**config.mk**
```make
export PLATFORM = sky130hd
export DESIGN_NAME = psg_admit
export DESIGN_NICKNAME = d
export VERILOG_FILES = /design/src/sv/psg_pkg.sv /design/src/sv/psg_admit.sv
export SDC_FILE = /design/constraint.sdc
export NUM_CORES = 1
export LEC_CHECK = 0
export ABC_AREA = 1
export BUFFER_PORTS_ARGS = -buffer_cell sky130_fd_sc_hd__buf_2
export CORE_MARGIN = 3
export CORE_UTILIZATION = 40
export DETAILED_ROUTE_END_ITERATION = 10
export PLACE_DENSITY = 0.78
export RECOVER_POWER = 25
export SLEW_MARGIN = 20
export SYNTH_ARGS = -nofsm -noshare
export SYNTH_HDL_FRONTEND = slang
export SYNTH_SLANG_ARGS = --single-unit
```
**constraint.sdc**
```tcl
create_clock -name vclk -period 1.55
set_input_delay 0.2325 -clock vclk [all_inputs]
set_output_delay 0.2325 -clock vclk [all_outputs]
set_load 0.005 [all_outputs]
```
**src/sv/psg_pkg.sv**
```systemverilog
// Shared types and constants for the prime sieve range gap block.
// No dependencies; every other file of the block depends on this package.
package psg_pkg;

    localparam int MAX_N_DEF = 65536;
    localparam int LIMIT_W   = 16;
    localparam int RANGE_W   = 16;
    localparam int GAP_W     = 17;
    localparam int STATUS_W  = 3;

    localparam logic REQ_BUILD = 1'b0;
    localparam logic REQ_QUERY = 1'b1;

    typedef enum logic [STATUS_W-1:0] {
        ST_SEVERAL = 3'd0,
        ST_ONE     = 3'd1,
        ST_NONE    = 3'd2,
        ST_BUILT   = 3'd3,
        ST_REJECT  = 3'd4
    } t_status;

    // Decision taken on an incoming item.
    typedef struct packed {
        logic is_build;
        logic reject;
    } t_admit;

endpackage

```
**src/sv/psg_admit.sv**
```systemverilog
// Classifies an incoming item (build, rejected query, valid query) and
// clamps the limit register to the map size. Depends on psg_pkg.
module psg_admit #(
    parameter int MAX_N = psg_pkg::MAX_N_DEF,
    parameter int AW    = $clog2(MAX_N)
) (
    input  logic                          i_req_type,
    input  logic [psg_pkg::RANGE_W-1:0]   i_range_low,
    input  logic [psg_pkg::RANGE_W-1:0]   i_range_high,
    input  logic [psg_pkg::LIMIT_W-1:0]   i_limit,
    input  logic [AW-1:0]                 i_built_limit,
    input  logic                          i_sieve_ready,
    output psg_pkg::t_admit               o_admit,
    output logic [AW-1:0]                 o_top
);
    import psg_pkg::*;

    always_comb begin
        // A build never covers more than the map holds.
        if (32'(i_limit) > 32'(MAX_N - 1)) begin
            o_top = AW'(MAX_N - 1);
        end else begin
            o_top = AW'(i_limit);
        end

        o_admit.is_build = (i_req_type == REQ_BUILD);
        o_admit.reject   = !i_sieve_ready
                        || (i_range_low > i_range_high)
                        || (i_range_high > i_limit)
                        || (32'(i_range_high) > 32'(i_built_limit));
    end

endmodule

```
# After elaboration in Yosys (flattened, before gate mapping)
# Index checks and enable logic that the tools add are counted.
# classes
n_addsub	0
n_mul	0
div_mod_pow	0
order_cmp	3
eq_ne	0
shifts	0
muxes	0
bitwise_logic	1
reduce_logical	4
# ops
operator	count
$gt A16 B16 Y1	3
$logic_or A1 B1 Y1	3
$logic_not A1 Y1	1
$not A1 Y1	1
# word_totals
ff_bits	0
latchBits	0
ramBits	0
rom_bits	0
input_bits	66
output_inout_bits	18
elab_cells	8
memories	0

# Logic depth before layout (Yosys ltp)
# Gate-level depths: netlist of the first run.
# logic_depth
ltp_word	4
depth_mapped	15

# Worst setup path after synthesis of the first run
# Ideal clock, no wire load.
# synth_timing
kind	input -> output
from	input port i_range_high[11] in the netlist's numbering
to	output port o_admit[0] in the netlist's numbering
arrival_ns	1.100
slack_ns	0.218
stages	8
cell_sequence	inv_1 > ha_1 > a21oi_1 > o21ai_0 > a21oi_1 > nand2_1 > a21boi_1 > nand2_1
# synth_lines
item	line	source
from (decl)	psg_admit.sv:9	input logic [psg_pkg::RANGE_W-1:0] i_range_high,
to (decl)	psg_admit.sv:13	output psg_pkg::t_admit o_admit,

==> flow_metrics.py, run 1 <==
metrics = {
    "timing": {
        "post-route-period-util_pct": 106,
        "tightest_slew_ns": 0.191,
        "fin_crit_ns": 1.64,
        "rsz0062_at_grt": "yes",
        "final_hold_viol_count": 0,
        "fin_tns_setup_ns": -0.0936,
        "slew_headroom_pct": 87.2,
        "fmax_mhz": 608,
        "drv_slew": 0,
        "layout_setup_ws_ns": -0.0936,
        "setup_viol": 1,
    },
    "placed_design": {
        "place_worst_setup_slack_ns": -0.173,
        "io_buffers": 84,
        "dp.cells": 345,
        "dpl.hpwl_um": 2870,
        "place_congestion": 0.852,
    },
    "clock_tree": {
        "hold_buffers": 0,
    },
    "layout": {
        "num-fill-cells": 296,
        "syn_to_final_growth_pct": 61.0,
        "nNetsFinal": 416,
        "fin_util_pct": 67.6,
        "layout.area.seq_um2": 0,
        "n_antenna_cell": 0,
        "multi_input_area_um2": 1480,
        "drive_gt1_share_pct": 52.0,
        "stdcell_count": 346,
        "n_sequential_cell": 0,
        "final.clkbuf_count": 0,
    },
    "drt": {
        "drt_iter0_drc": 36,
        "via_per_inst": 4.62,
        "dr.pass1.iters": 4,
        "ant_nets": 0,
        "wl_per_cell_um": 11.6,
        "finalWirelength_um": 4000,
        "drc": 0,
        "vias": 1599,
    },
    "synthesis": {
        "synth_cell_types": 14,
        "avgSynthCellArea_um2": 6.25,
        "yosysTopAreaCell": "ha_1",
        "syn_nets": 342,
        "yosys_warnings": 0,
        "synthesis.area_um2": 1420,
        "ys_seq_area_share_pct": 0,
        "synth_top_area_share_pct": 42.2,
        "synth.area.top_cells": "ha_1 42%, inv_1 16%, nand2_1 13%",
        "syn_inst": 228,
    },
    "power": {
        "ir_drop_mv": 0.123,
        "cellPowerDensity_nw_per_um2": 275,
        "leakage_nw": 1.28,
    },
    "global_routing": {
        "grt_max_degree": 4,
        "antenna_found_initial": 0,
        "grt_pass1_wl_um": 6510,
        "grtUsageTotal_pct": 18.7,
        "grt_pass1_vias": 1573,
        "overflow": 0,
    },
    "floorplan": {
        "io_pins": 84,
        "dieArea_um2": 4310,
        "initial_core_util_pct": 42.0,
        "die_y_um": 65.7,
        "design.core.area_um2": 3390,
        "fp.dieW_um": 65.7,
        "rows": 21,
    },
    "run_status": {
        "status": "finished, violations left",
        "violations": "negative setup slack",
    },
    "run": {
        "maxCapViolations": 0,
    },
    "setup_path": {
        "worstSetupStartpoint": "i_range_high[15]",
        "cp_max_fo": 3,
        "path_class": "in2out",
        "cp-start-kind": "input port",
        "cp_data_required_time_ns": 1.32,
        "endpoint_kind": "output port",
        "cp.arrival_ns": 1.41,
    },
    "worst_hold_path": {
        "min_from": "i_limit[11]",
        "holdPathEnd": "o_top[11]",
        "hold-path-cell-count": 2,
        "hold_path_class": "in2out",
    },
}
[how the worst max path moves through the flow]
stage / endpoint / slack [ns] / cells after the start
3_3_place_gp: o_admit[0] / -0.14 / 11
3_5_place_dp: o_admit[0] / -0.17 / 10
4_1_cts: o_admit[0] / -0.06 / 11
2_1_floorplan: o_admit[0] / 0.22 / 8
6_report: o_admit[0] / -0.09 / 10
5_1_grt: o_admit[0] / -0.21 / 13
[worst max-delay path: stages]
cell      delay [ns]
buf_4           0.14
inv_2           0.06
ha_4            0.19
a21oi_1         0.18
o21ai_2         0.09
a21oi_2         0.13
nand2_1         0.06
a21boi_1        0.13
nand2_1         0.05
buf_2           0.12
[per-stage QoR]
step / power (mW) / instance area [µm²] / hold slack, ns
after floorplan: 0.284 / 1420 / 0.492
after global placement: 0.429 / 1800 / 0.646
after detailed placement: 0.441 / 1800 / 0.646
after CTS: 0.581 / 2240 / 0.646
after global routing: 0.715 / 2290 / 0.641
final: 0.630 / 2290 / 0.633
[power by group]
part | switching (mW) | internal, mW
Clock | 0 | 0
Combinational | 0.311 | 0.319
Sequential | 0 | 0
[layer usage]
| layer | vias to the layer above | track usage, % | routed length [µm] | part of all wire, % |
|---|---|---|---|---|
| li1 | 848 | - | - | - |
| met1 | 685 | 21.0 | 1570 | 39 |
| met2 | 60 | 38.0 | 2140 | 53 |
| met3 | 6 | 1.20 | 243 | 6.1 |
| met4 | 0 | 2.59 | 51 | 1.3 |
| met5 | - | 0 | 0 | 0 |
[Yosys cell counts]
| cell type | count |
|---|---|
| a21boi_1 | 1 |
| a21o_1 | 3 |
| a21oi_1 | 20 |
| buf_4 | 16 |
| ha_1 | 48 |
| inv_1 | 59 |
| nand2_1 | 49 |
| nand2_2 | 2 |
| nand3_1 | 4 |
| nand4_1 | 3 |
| nor2_1 | 13 |
| nor2_2 | 2 |
| nor3_2 | 3 |
| o21ai_0 | 5 |
[layout make-up]
type / instances / share of cell area [%]
multi-input cells: 153 / 64.6
inverters: 59 / 9.88
repair buffers: 88 / 23.0
well taps: 46 / 2.51
[kinds of logic (layout without fill, tap and decap cells)]
group,Yosys count,in the layout,share of synthesized area [%]
and+or+nand+nor,76,76,22.9
AOI/OAI and AO/OA,29,29,10.9
adders and majority gates,48,48,42.2
buffers and inverters,75,147,24.0
[cells in the final DEF, fill, tap and decap left out, types with 2 or more instances in the layout]
cell type and instances:
buf_2 72, nand2_1 44, inv_1 42, ha_4 26, ha_1 22, inv_2 15
nor2_1 13, a21oi_2 12, a21oi_1 8, buf_4 8, nand2_2 7, buf_6 5
o21ai_1 4, nand3_1 4, a21o_1 3, nand4_1 3, inv_4 2, nor2_2 2
nor3_4 2, buf_8 2
[timing repair]
action / CTS / global route
resized for setup: 76 / 15
pin swaps: 32 / 2
setup buffers: 1 / 0
setup endpoints to repair: 1 / 1
Power figures use the tool's default switching activity.
==> run 2, diff against run 1 <==
- CORE_ASPECT_RATIO: unset -> 1.75
==> run 2 against run 1 <==
The flow still finishes with violations (negative setup slack). Clock-buffer cell count stayed put. Worst setup slack worse by 0.073 ns. Critical endpoint unchanged. Wire length is 20% lower. Total power is 23% lower.
==> flow_metrics.py, run 2 (synthesis gave the netlist of run 1 again) <==
metrics = {
    "setup_path": {
        "cp_cell_sequence": "buf_2, ha_1, a21oi_1, nand2_1, a21oi_2, nand2_1, nand2_1, nand2_1, inv_1, nand2_1, buf_2",
        "cp.arrival_ns": 1.48,
        "endpoint_kind": "output port",
        "cp-start-kind": "input port",
        "path_class": "in2out",
        "cp_data_required_time_ns": 1.32,
        "cp_common_cell": "nand2_1",
        "slowest_stage": "ha_1",
        "cp_max_fo": 3,
        "critPathMaxStageDelay_ns": 0.33,
    },
    "layout": {
        "drive_gt1_share_pct": 36.9,
        "layout_common_cells": "84 x buf_2, 59 x inv_1, 47 x nand2_1",
        "multi_input_area_um2": 1200,
        "n_sequential_cell": 0,
        "num-fill-cells": 361,
        "fin_util_pct": 56.9,
        "layout.area.seq_um2": 0,
        "final.clkbuf_count": 0,
        "syn_to_final_growth_pct": 35.8,
        "design_area_um2": 1930,
        "nNetsFinal": 417,
        "n_antenna_cell": 0,
        "mostFrequentLayoutCell": "buf_2",
    },
    "timing": {
        "layout_setup_ws_ns": -0.166,
        "post-route-period-util_pct": 111,
        "fin_crit_ns": 1.72,
        "rsz0062_at_grt": "yes",
        "tightest_slew_ns": 0.235,
        "final_hold_viol_count": 0,
        "setup_viol": 1,
        "fmax_mhz": 583,
        "slew_headroom_pct": 84.3,
        "drv_slew": 0,
    },
    "run_status": {
        "status": "finished, violations left",
        "violations": "negative setup slack",
    },
    "power": {
        "cellPowerDensity_nw_per_um2": 251,
        "leakage_nw": 1.26,
        "p_total_uw": 486,
        "swShare_pct": 50.4,
        "pwr-share-seq_pct": 0,
        "ir_drop_mv": 0.119,
        "p_int_uw": 241,
        "switchingPower_uw": 245,
        "combPwrFrac_pct": 100.0,
        "clock_power_share_pct": 0,
    },
    "global_routing": {
        "grt_pass1_wl_um": 5090,
        "overflow": 0,
        "grt_max_degree": 4,
        "grt_pass1_vias": 1400,
        "antenna_found_initial": 0,
        "grtUsageTotal_pct": 13.9,
    },
    "worst_hold_path": {
        "hold_path_class": "in2out",
        "min_from": "i_limit[9]",
        "hold-path-cell-count": 2,
        "holdPathEnd": "o_top[9]",
    },
    "clock_tree": {
        "cts_setup_buffers": 0,
    },
    "drt": {
        "vias": 1554,
        "drt_iter0_drc": 9,
        "finalWirelength_um": 3220,
        "drc": 0,
        "wl_per_cell_um": 9.31,
        "ant_nets": 0,
        "via_per_inst": 4.49,
        "dr.pass1.iters": 4,
    },
    "placed_design": {
        "place_area_um2": 1820,
        "dpl.hpwl_um": 2920,
        "place_worst_setup_slack_ns": -0.182,
        "io_buffers": 84,
        "place_congestion": 0.823,
    },
    "floorplan": {
        "dieArea_um2": 4340,
        "design.core.area_um2": 3400,
        "fp.dieW_um": 51.1,
        "io_pins": 84,
        "initial_core_util_pct": 41.9,
        "rows": 28,
        "die_y_um": 84.9,
    },
    "run": {
        "maxCapViolations": 0,
    },
}
-- run 2: cell types whose count changed in the layout (fill, tap and decap cells not counted), moves of 12 or more --
cell | before | now
buf_2 | 72 | 84
inv_2 | 15 | 0
ha_1 | 22 | 41
ha_4 | 26 | 7
inv_1 | 42 | 59
-- run 2: worst max-delay path by stage --
stage                          start         end  slack [ns]
finish              i_range_high[11]  o_admit[0]       -0.17
CTS                 i_range_high[11]  o_admit[0]       -0.14
detailed placement  i_range_high[15]  o_admit[0]       -0.18
floorplan           i_range_high[11]  o_admit[0]        0.22
global placement    i_range_high[15]  o_admit[0]       -0.18
global route        i_range_high[11]  o_admit[0]       -0.27
-- run 2: area by class of cell --
class              count  share of cell area, %
multi-input cells    153                   61.9
repair buffers        89                   23.7
inverters             59                   11.5
well taps             45                   2.91
-- run 2: per-layer routing --
metal,up-vias,GRT usage (%),wire [µm]
met4,0,0,0
met3,0,0.879,182
li1,847,-,-
met5,-,0,0
met2,39,30.9,1860
met1,668,13.7,1180
-- run 2: worst max-delay path: cells and delay by family --
family / cells / cell delay [ns]
AOI/OAI and AO/OA: 2 / 0.32
adders and majority gates: 1 / 0.33
buffers and inverters: 3 / 0.28
and+or+nand+nor: 5 / 0.33
-- run 2: repair_timing --
item,CTS,global route
setup endpoints to repair,1,1
pin swaps,0,5
hold endpoints to repair,0,0
hold buffers,0,0
gates resized for setup,3,13
-- run 2: power groups by stage --
stage	sequential, mW	combinational [mW]	clock (mW)
final	0	0.486	0
after global routing	0	0.565	0
after CTS	0	0.456	0
after detailed placement	0	0.445	0
after global placement	0	0.434	0
after floorplan	0	0.284	0
-- run 2: stage by stage --
| step | TNS, ns | cells | hold WS, ns |
|---|---|---|---|
| 2_1_floorplan | 0 | 228 | 0.492 |
| 3_3_place_gp | -0.184 | 346 | 0.646 |
| 3_5_place_dp | -0.182 | 346 | 0.645 |
| 4_1_cts | -0.141 | 346 | 0.646 |
| 5_1_grt | -0.268 | 346 | 0.654 |
| 6_report | -0.166 | 346 | 0.644 |
